**config.mk**
```make
export PLATFORM = sky130hd
export DESIGN_NAME = packet_sequence_tracker_top_flat
export DESIGN_NICKNAME = d
export VERILOG_FILES = /design/src/rtl/pst_pkg.sv /design/src/rtl/pst_if.sv /design/src/rtl/packet_sequence_tracker_top.sv /design/src/flat_wrapper.sv
export SDC_FILE = /design/constraint.sdc
export NUM_CORES = 2
export LEC_CHECK = 0
export BUFFER_PORTS_ARGS = -buffer_cell sky130_fd_sc_hd__buf_4
export CORE_AREA = 2 2 332 334
export DETAILED_ROUTE_END_ITERATION = 12
export DIE_AREA = 0 0 334 336
export HOLD_SLACK_MARGIN = 0.15
export MAX_ROUTING_LAYER = met4
export PLACE_DENSITY = 0.59
export SKIP_LAST_GASP = 1
export SYNTH_ARGS = -nofsm -noshare
export SYNTH_HDL_FRONTEND = slang
export SYNTH_SLANG_ARGS = --single-unit
```
**constraint.sdc**
```tcl
create_clock -name clk -period 50.9 [get_ports clk]
set_input_delay 10.18 -clock clk [delete_from_list [all_inputs] [get_ports clk]]
set_output_delay 10.18 -clock clk [all_outputs]
set_load 0.05 [all_outputs]
```
**src/rtl/pst_pkg.sv**
```systemverilog
`default_nettype none

package pst_pkg;

    localparam int SEQ_W = 10;
    localparam int SEQ_SPACE_DEFAULT = 1024;

    // Reciprocal used to reduce a sequence number modulo the sequence space.
    localparam int RECIP_SHIFT = 20;
    localparam int RECIP_W = 20;
    localparam int PROD_W = SEQ_W + RECIP_W;
    localparam int REM_W = 17;

    typedef enum logic [1:0] {
        ST_IN_ORDER     = 2'd0,
        ST_LOSS         = 2'd1,
        ST_OUT_OF_ORDER = 2'd2,
        ST_DUPLICATE    = 2'd3
    } status_t;

endpackage

`default_nettype wire

```
**src/rtl/pst_if.sv**
```systemverilog
`default_nettype none

interface pst_in_if;
    logic                          valid;
    logic                          ready;
    logic [pst_pkg::SEQ_W-1:0]     seq_number;

    modport source (output valid, output seq_number, input ready);
    modport sink   (input valid, input seq_number, output ready);
endinterface

interface pst_out_if;
    logic                          valid;
    logic                          ready;
    logic [pst_pkg::SEQ_W-1:0]     seq_echo;
    pst_pkg::status_t              status;
    logic [pst_pkg::SEQ_W-1:0]     gap_first;
    logic [pst_pkg::SEQ_W-1:0]     gap_last;

    modport source (output valid, output seq_echo, output status, output gap_first,
                    output gap_last, input ready);
    modport sink   (input valid, input seq_echo, input status, input gap_first,
                    input gap_last, output ready);
endinterface

`default_nettype wire

```
**src/rtl/packet_sequence_tracker_top.sv**
```systemverilog
`default_nettype none

// Channel   Role   Word
// seq_in    sink   seq_number
// result    source seq_echo, status, gap_first, gap_last
//
// A word is taken on seq_in in S_IDLE; S_MUL and S_MOD then reduce it to a
// bitmap index, S_RD does the bitmap read and S_UPD does classification and
// write-back on the single bitmap port. After reset the bitmap is cleared,
// one entry per cycle, before seq_in becomes ready.
// A stalled result holds in the output register; the next word is still
// taken and waits at write-back until the result register is free.

module packet_sequence_tracker_top #(
    parameter int SEQ_SPACE = pst_pkg::SEQ_SPACE_DEFAULT
) (
    input  wire logic  clk,
    input  wire logic  rst_n,
    pst_in_if.sink     seq_in,
    pst_out_if.source  result
);

    localparam int SEQ_W = pst_pkg::SEQ_W;
    localparam int IDX_W = $clog2(SEQ_SPACE);
    localparam int PROD_W = pst_pkg::PROD_W;
    localparam int REM_W = pst_pkg::REM_W;
    localparam int RECIP_I = (1 << pst_pkg::RECIP_SHIFT) / SEQ_SPACE;
    localparam logic [pst_pkg::RECIP_W-1:0] RECIP = pst_pkg::RECIP_W'(RECIP_I);
    localparam logic [REM_W-1:0] SPACE_C = REM_W'(SEQ_SPACE);
    localparam logic [IDX_W-1:0] LAST_IDX = IDX_W'(SEQ_SPACE - 1);

    typedef enum logic [2:0] {
        S_CLEAR,
        S_IDLE,
        S_MUL,
        S_MOD,
        S_RD,
        S_UPD
    } state_t;

    state_t                state_reg;
    logic [IDX_W-1:0]      clr_reg;
    logic [SEQ_W-1:0]      seq_reg;
    logic [SEQ_W-1:0]      quot_reg;
    logic [IDX_W-1:0]      idx_reg;
    logic [SEQ_W-1:0]      highest_reg;
    logic                  any_seen_reg;
    logic                  rd_data_reg;

    logic                  result_valid_reg;
    logic [SEQ_W-1:0]      seq_echo_reg;
    pst_pkg::status_t      status_reg;
    logic [SEQ_W-1:0]      gap_first_reg;
    logic [SEQ_W-1:0]      gap_last_reg;

    logic                  seen_mem [SEQ_SPACE];

    logic [PROD_W-1:0]     recip_prod;
    logic [REM_W+SEQ_W-1:0] back_prod;
    logic [REM_W-1:0]      rem_raw;
    logic [REM_W-1:0]      rem_fix;

    logic [SEQ_W:0]        expected;
    pst_pkg::status_t      status_next;
    logic [SEQ_W-1:0]      gap_first_next;
    logic [SEQ_W-1:0]      gap_last_next;
    logic                  raise;
    logic                  out_free;
    logic                  upd_fire;
    logic                  mem_we;
    logic [IDX_W-1:0]      mem_waddr;
    logic                  mem_wdata;

    // The estimated quotient is at most one below the true one, so the
    // remainder needs a single correction.
    assign recip_prod = PROD_W'(seq_reg) * PROD_W'(RECIP);
    assign back_prod = (REM_W+SEQ_W)'(quot_reg) * (REM_W+SEQ_W)'(SPACE_C);
    assign rem_raw = REM_W'(seq_reg) - back_prod[REM_W-1:0];
    assign rem_fix = (rem_raw >= SPACE_C) ? (rem_raw - SPACE_C) : rem_raw;

    always_comb
    begin
        expected = any_seen_reg ? ({1'b0, highest_reg} + (SEQ_W+1)'(1)) : '0;
        gap_first_next = '0;
        gap_last_next = '0;
        if (rd_data_reg)
        begin
            status_next = pst_pkg::ST_DUPLICATE;
        end
        else if ({1'b0, seq_reg} == expected)
        begin
            status_next = pst_pkg::ST_IN_ORDER;
        end
        else if ({1'b0, seq_reg} > expected)
        begin
            status_next = pst_pkg::ST_LOSS;
            gap_first_next = expected[SEQ_W-1:0];
            gap_last_next = seq_reg - SEQ_W'(1);
        end
        else
        begin
            status_next = pst_pkg::ST_OUT_OF_ORDER;
        end
    end

    assign raise = !any_seen_reg || (seq_reg > highest_reg);
    assign out_free = !result_valid_reg || result.ready;
    assign upd_fire = (state_reg == S_UPD) && out_free;

    assign mem_we = (state_reg == S_CLEAR) || (upd_fire && !rd_data_reg);
    assign mem_waddr = (state_reg == S_CLEAR) ? clr_reg : idx_reg;
    assign mem_wdata = (state_reg != S_CLEAR);

    always_ff @(posedge clk)
    begin
        if (mem_we)
        begin
            seen_mem[mem_waddr] <= mem_wdata;
        end
        if (state_reg == S_RD)
        begin
            rd_data_reg <= seen_mem[idx_reg];
        end
    end

    always_ff @(posedge clk or negedge rst_n)
    begin
        if (!rst_n)
        begin
            state_reg <= S_CLEAR;
            clr_reg <= '0;
            seq_reg <= '0;
            quot_reg <= '0;
            idx_reg <= '0;
            highest_reg <= '0;
            any_seen_reg <= 1'b0;
            result_valid_reg <= 1'b0;
            seq_echo_reg <= '0;
            status_reg <= pst_pkg::ST_IN_ORDER;
            gap_first_reg <= '0;
            gap_last_reg <= '0;
        end
        else
        begin
            if (upd_fire)
            begin
                result_valid_reg <= 1'b1;
            end
            else if (result.ready)
            begin
                result_valid_reg <= 1'b0;
            end
            case (state_reg)
                S_CLEAR:
                begin
                    clr_reg <= clr_reg + IDX_W'(1);
                    if (clr_reg == LAST_IDX)
                    begin
                        state_reg <= S_IDLE;
                    end
                end
                S_IDLE:
                begin
                    if (seq_in.valid)
                    begin
                        seq_reg <= seq_in.seq_number;
                        state_reg <= S_MUL;
                    end
                end
                S_MUL:
                begin
                    quot_reg <= recip_prod[PROD_W-1 -: SEQ_W];
                    state_reg <= S_MOD;
                end
                S_MOD:
                begin
                    idx_reg <= rem_fix[IDX_W-1:0];
                    state_reg <= S_RD;
                end
                S_RD:
                begin
                    state_reg <= S_UPD;
                end
                S_UPD:
                begin
                    if (out_free)
                    begin
                        seq_echo_reg <= seq_reg;
                        status_reg <= status_next;
                        gap_first_reg <= gap_first_next;
                        gap_last_reg <= gap_last_next;
                        if (!rd_data_reg)
                        begin
                            any_seen_reg <= 1'b1;
                            if (raise)
                            begin
                                highest_reg <= seq_reg;
                            end
                        end
                        state_reg <= S_IDLE;
                    end
                end
                default:
                begin
                    state_reg <= S_IDLE;
                end
            endcase
        end
    end

    assign seq_in.ready = (state_reg == S_IDLE);
    assign result.valid = result_valid_reg;
    assign result.seq_echo = seq_echo_reg;
    assign result.status = status_reg;
    assign result.gap_first = gap_first_reg;
    assign result.gap_last = gap_last_reg;

    a_any_seen_sticky: assert property (@(posedge clk) disable iff (!rst_n)
        !$fell(any_seen_reg))
        else $error("any_seen cleared without reset");

    a_highest_monotonic: assert property (@(posedge clk) disable iff (!rst_n)
        any_seen_reg |=> (highest_reg >= $past(highest_reg)))
        else $error("highest sequence number decreased");

    a_duplicate_keeps_state: assert property (@(posedge clk) disable iff (!rst_n)
        (upd_fire && rd_data_reg) |=> ($stable(highest_reg) && $stable(any_seen_reg)))
        else $error("duplicate changed tracker state");

    a_gap_ordered: assert property (@(posedge clk) disable iff (!rst_n)
        (result_valid_reg && (status_reg == pst_pkg::ST_LOSS))
            |-> (gap_first_reg <= gap_last_reg))
        else $error("loss gap range inverted");

endmodule

`default_nettype wire
```
**src/flat_wrapper.sv**
```systemverilog
// flat-port wrapper written by rule: the top's interface ports become plain ports
module packet_sequence_tracker_top_flat 
#(
    parameter int SEQ_SPACE = pst_pkg::SEQ_SPACE_DEFAULT
)
  (clk, rst_n, seq_in_valid, seq_in_seq_number, seq_in_ready, result_valid, result_seq_echo, result_status, result_gap_first, result_gap_last, result_ready);
  pst_in_if seq_in_i ();
  pst_out_if result_i ();
  input  wire logic clk;
  input  wire logic rst_n;
  input wire logic [$bits(seq_in_i.valid)-1:0] seq_in_valid;
  input wire logic [$bits(seq_in_i.seq_number)-1:0] seq_in_seq_number;
  output wire logic [$bits(seq_in_i.ready)-1:0] seq_in_ready;
  output wire logic [$bits(result_i.valid)-1:0] result_valid;
  output wire logic [$bits(result_i.seq_echo)-1:0] result_seq_echo;
  output wire logic [$bits(result_i.status)-1:0] result_status;
  output wire logic [$bits(result_i.gap_first)-1:0] result_gap_first;
  output wire logic [$bits(result_i.gap_last)-1:0] result_gap_last;
  input wire logic [$bits(result_i.ready)-1:0] result_ready;
  assign seq_in_i.valid = seq_in_valid;
  assign seq_in_i.seq_number = seq_in_seq_number;
  assign seq_in_ready = seq_in_i.ready;
  assign result_valid = result_i.valid;
  assign result_seq_echo = result_i.seq_echo;
  assign result_status = result_i.status;
  assign result_gap_first = result_i.gap_first;
  assign result_gap_last = result_i.gap_last;
  assign result_i.ready = result_ready;
  packet_sequence_tracker_top #(.SEQ_SPACE(SEQ_SPACE)) u_core (.clk(clk), .rst_n(rst_n), .seq_in(seq_in_i), .result(result_i));
endmodule
```
* After elaboration in Yosys (flattened, before gate mapping)
Memories as Yosys holds them, arrays and structs flattened. A register that Yosys moved wholly into a read port is not among the register bits. Cells that the tools add are included.
Storage, ports and cells: memories 1, register bits after elaboration 77, logic and storage cells 66, bits in writable memories 1024
Memories:
- u_core.seen_mem | words 1024, width 1, rd ports 1, clocked after Yosys merged registers in 1, wr ports 1, RTL line packet_sequence_tracker_top.sv:56 | logic seen_mem [SEQ_SPACE];
Operators by class: reductions and logical operators 16, mux-type cells 20, bitwise logic cells 1, $add $sub $neg 4, order comparisons 3, equal/unequal tests 10
Operator list (number):
- $mux W10 | 8
- $sub A10 B1 Y10 const B | 2
- $pmux W3 S6 | 1
- $add A10 B1 Y11 const B | 1
- $eq A10 B11 Y1 | 1
- $ge A10 B11 Y1 const B | 1
- $gt A10 B11 Y1 | 1
- $mux W11 | 1
- $add A10 B1 Y10 const B | 1
- $eq A10 B10 Y1 const B | 1
- $gt A10 B10 Y1 | 1
- $mux W3 | 3
- $eq A3 B2 Y1 const B | 2
- $eq A3 B3 Y1 const B | 2
- $mux W2 | 3
- $reduce_and A3 Y1 | 2
- $mux W1 | 4
- $ne A2 B2 Y1 const B | 2
- $reduce_and A2 Y1 | 2
- $reduce_and A4 Y1 | 1
- $eq A3 B1 Y1 const B | 1
- $logic_not A1 Y1 | 3
- $logic_not A3 Y1 | 1
- $logic_or A1 B1 Y1 | 3
- 5 further kinds | 6

* Longest topological paths before layout
depth in word-level cells 7, gate-level depth with buffers 14, mapped depth without buffers 13

* Worst setup path after synthesis
OpenSTA, ideal clock, no wires.
kind flip-flop to flip-flop, start point register u_core.state_reg[1], end point memory u_core.seen_mem[0], data pin, data arrival time 16.128 ns, clock period less this slack 19.606 ns, cell stages (with the launch flop) 4, data required time 47.422 ns, path buffers 1, slack 31.294 ns, cells stage by stage dfrtp_1 > nor3_2 > inv_1 > clkbuf_1
On the way: word-level cells in the longest chain between the ends 1
RTL lines:
- start: declaration | RTL line packet_sequence_tracker_top.sv:41 | state_t state_reg;
- start signal: assignment | RTL line packet_sequence_tracker_top.sv:130 | state_reg <= S_CLEAR;
- start signal: assignment | RTL line packet_sequence_tracker_top.sv:159 | state_reg <= S_IDLE;
- start signal: assignment | RTL line packet_sequence_tracker_top.sv:167 | state_reg <= S_MUL;
- $reduce_bool A3 Y1 | RTL line packet_sequence_tracker_top.sv:112 | assign mem_wdata = (state_reg != S_CLEAR);
- via u_core.mem_wdata | RTL line packet_sequence_tracker_top.sv:72 | logic mem_wdata;
- end: declaration | RTL line packet_sequence_tracker_top.sv:56
The timed path passes the listed nets, and every way through them passes these cells.

* Worst setup path in the final report
start point input port result_ready, end point memory u_core.seen_mem[777] (enable)
On the way: word-level cells in the longest chain between the ends 6
RTL lines:
- start: declaration | RTL line flat_wrapper.sv:19 | input wire logic [$bits(result_i.ready)-1:0] result_ready;
- $logic_or A1 B1 Y1 | RTL line packet_sequence_tracker_top.sv:107 | assign out_free = !result_valid_reg || result.ready;
- $logic_and A1 B1 Y1 | RTL line packet_sequence_tracker_top.sv:108 | assign upd_fire = (state_reg == S_UPD) && out_free;
- $logic_and A1 B1 Y1 | RTL line packet_sequence_tracker_top.sv:110 | assign mem_we = (state_reg == S_CLEAR) || (upd_fire && !rd_data_reg);
- $logic_or A1 B1 Y1 | RTL line packet_sequence_tracker_top.sv:110
- $mux W1 | RTL line packet_sequence_tracker_top.sv:116 | if (mem_we)
- $mux W1 (not written as such) | RTL line packet_sequence_tracker_top.sv:118 | seen_mem[mem_waddr] <= mem_wdata;
No other way between the ends.

==> metrics.md <==
| Metric | Value |
|---|---|
| CTS root buf | `clkbuf_16` |
| Core Region | `about 110000 um2` |
| Vias per cell | `between 5 and 6` |
| # setup viols final | `0` |
| Max Buffers Root-to-Sink | `3` |
| DRC viols | `0` |
| Port bufs | `47` |
| Final Hold Viols | `0` |
| Most flop-heavy register | `u_core.seen_mem` |
| Library cells used by synthesis | `between 60 and 70` |
| CTS tree | `done` |
| IO Pins | `48` |
| GRT Total Usage | `0.235` |
| Top sig layer | `met4` |
| Wire length per cell | `26.1 um` |
| Layout area overhead | `10.1%` |
| H-tree levels | `3` |
| Grt total ovfl | `0` |
| Crit path time final | `between 10 and 15 ns` |
| RSZ-0062 raised after global routing | `no` |
| Post-DP HPWL | `71100 um` |
| Fin. max-slew vios | `0` |
| Largest net degree at the start of global routing | `167` |
| Max Fclk | `between 80 and 90 MHz` |
| Hold Path Class | `register to register` |
| Leakage power | `16.1 nW` |
| Clock-pin slew on the worst setup and hold paths | `0.06 ns` |
| Post-synth top area cell | `edfxtp_1` |
| Synthesized Nets | `3503` |
| Number of setup buffers added after CTS | `0` |
| Tightest Pin Transition | `roughly 1.3 ns` |
| EDFF count, synth | `about 1000` |
| CP Capture Type | `register` |
| Async set-or-reset flop fraction in the synthesized netlist | `0.0699` |
| Wire length on met3 | `9060 um` |
| Post-synth top cells | `1065 x nor2_1, 1025 x edfxtp_1, 176 x mux4_2, 176 x nand2_1, 158 x clkbuf_1` |
| CTS Sinks | `around 1100` |
| Via Count | `~29000` |
| Synthesized cell area | `48400 um2` |
| Top-area cell type share of the netlist area | `0.636` |
| Largest cells by area after synthesis | `edfxtp_1 64%, nor2_1 8.3%, mux4_2 8.2%` |
| Final wirelength | `128000 um` |
| Count leader, synth | `nor2_1` |
| Die width | `334 um` |
| Clk_lat worst skew | `0.71 ns` |
| Register bit count reported by yosys | `1102` |
| Slew headroom | `0.158` |
| GPL Wtd Cong | `0.827` |
| Number of global-route vias before repair | `roughly 28000` |
| Met2 WL | `roughly 60000 um` |
| First-pass GRT wire length | `189000 um` |
| Max Cap Violations | `0` |
| Total clock buffers created by CTS | `~110` |
| Post-CTS Hold Fix Bufs | `0` |
| Seq/Total Area, Yosys | `0.675` |
| Tot Pwr | `just over 3 mW` |
| Pwr per Cell Area | `57.7 nW/um2` |
| Final net count | `between 3000 and 4000` |
| Iter 0 DRT Violations | `3540` |
| Worst VDD drop | `0.0485 mV` |
| Initial antenna violation count | `1` |
| Synth warn | `0` |
| Worst path arrival time | `12.67 ns` |
| Metal-1 WL | `55100 um` |
| Fin crit share | `0.241` |
| Layout cells sized above 1 | `0.153` |
| Critical path launch point type | `input pin` |
| Final setup TNS | `0 ns` |
| Die Ht | `336 um` |
| CTS resizes | `0` |
| Final Skew | `0.0302 ns` |
| DRT antenna net count | `0` |
| Die area | `around 110000 um2` |
| Hold Slack | `0.480 ns` |
| Post-Syn Instances | `3466` |
| WS Path Type | `input pin to register` |
| Site Rows | `121` |
| Ys flop type | `edfxtp_1` |
| Status | `complete, no violations` |
| Max FFs per register | `1024` |
| CP required | `slightly above 50 ns` |
| Syn_area_per_cell | `14.0 um2` |
| Starting Density | `0.447` |
| Pre-Repair DR Iteration Count | `5` |
| Critical-path maximum fanout | `29` |
## cell type report
type | count | area [um2]
fillers | 9421 | 55100
flip-flops and latches | 1102 | 32700
multi-input cells | 2038 | 14300
clock buffers | 151 | 3080
well taps | 1414 | 1770
repair buffers | 112 | 878
clock inverters | 63 | 503
inverters | 23 | 93.8
diodes | 1 | 2.50
## cells by family (layout without fill, tap and decap cells)
kind of cell    Yosys count  in the layout  share of synthesized area
xor+xnor                 25             25                    0.00452
other cells               0              1                          0
fa+ha+maj                23             23                    0.00594
buf+inv                 326            349                     0.0325
compound gates          261            261                     0.0358
flops                  1102           1102                      0.675
simple gates           1380           1380                      0.114
mux                     349            349                      0.132
## worst max-delay path: stages
cell,delay [ns]
buf_4,0.07
nand2b_1,0.17
nand3_1,0.12
o21ai_1,0.18
buf_4,0.24
and2_0,0.50
nand2_2,0.83
nor2_1,0.37
## metal layers
layer	global-route usage	vias to the layer above
met2	0.368	998
met4	0.0574	0
met1	0.327	15200
met3	0.0336	165
li1	-	12600
met5	-	-
## cell usage in the layout, fill, tap and decap left out, types with 11 or more instances in the layout
cell / Yosys / routed
clkbuf_16: 0 / 116
mux2i_1: 98 / 98
a21oi_1: 34 / 34
inv_1: 22 / 21
nand3_1: 27 / 23
mux4_2: 176 / 176
clkinv_2: 0 / 23
a31oi_1: 13 / 13
mux4_1: 40 / 40
clkinv_1: 1 / 27
nand2_2: 0 / 28
clkbuf_1: 158 / 30
o22ai_1: 32 / 32
nor2b_1: 14 / 11
a22oi_1: 63 / 63
mux2_2: 35 / 35
xnor2_1: 18 / 18
nand2b_1: 12 / 12
edfxtp_1: 1025 / 1025
buf_4: 19 / 109
a211oi_1: 24 / 24
nand2_1: 176 / 148
o21ai_0: 47 / 46
dfrtp_1: 77 / 74
nor3_1: 16 / 16
nor2_1: 1065 / 1063
ha_1: 23 / 23
## through the flow
stage	std cells	area [um2]	setup slack (ns)	util
final	4904	53300	38.62	0.492
after global routing	4904	53300	38.46	0.492
after CTS	4903	53300	38.68	0.492
after detailed placement	4689	49700	37.95	0.459
after global placement	4689	49700	38.02	0.459
after floorplan	3466	48400	31.29	-
## report_power, final
| group | internal, mW | switching [mW] |
|---|---|---|
| registers | 1.23 | 0.0523 |
| clock network | 0.460 | 0.351 |
| logic | 0.283 | 0.701 |
## path summary, 6_finish.rpt
check                                            from  slack (ns)                          to  depth (start not counted)
min reg2reg                u_core.result.gap_first[7]        0.48  u_core.result.gap_first[7]                          2
max                                      result_ready       38.62        u_core.seen_mem[777]                          8
min                        u_core.result.gap_first[7]        0.48  u_core.result.gap_first[7]                          2
max in group asynchronous                       rst_n       40.55           u_core.idx_reg[0]                          1
max reg2reg                         u_core.idx_reg[0]       44.91          u_core.rd_data_reg                          9
min in group asynchronous                       rst_n        9.64   u_core.result.gap_last[9]                          1
Note: power is estimated with default switching activity, not from simulation.
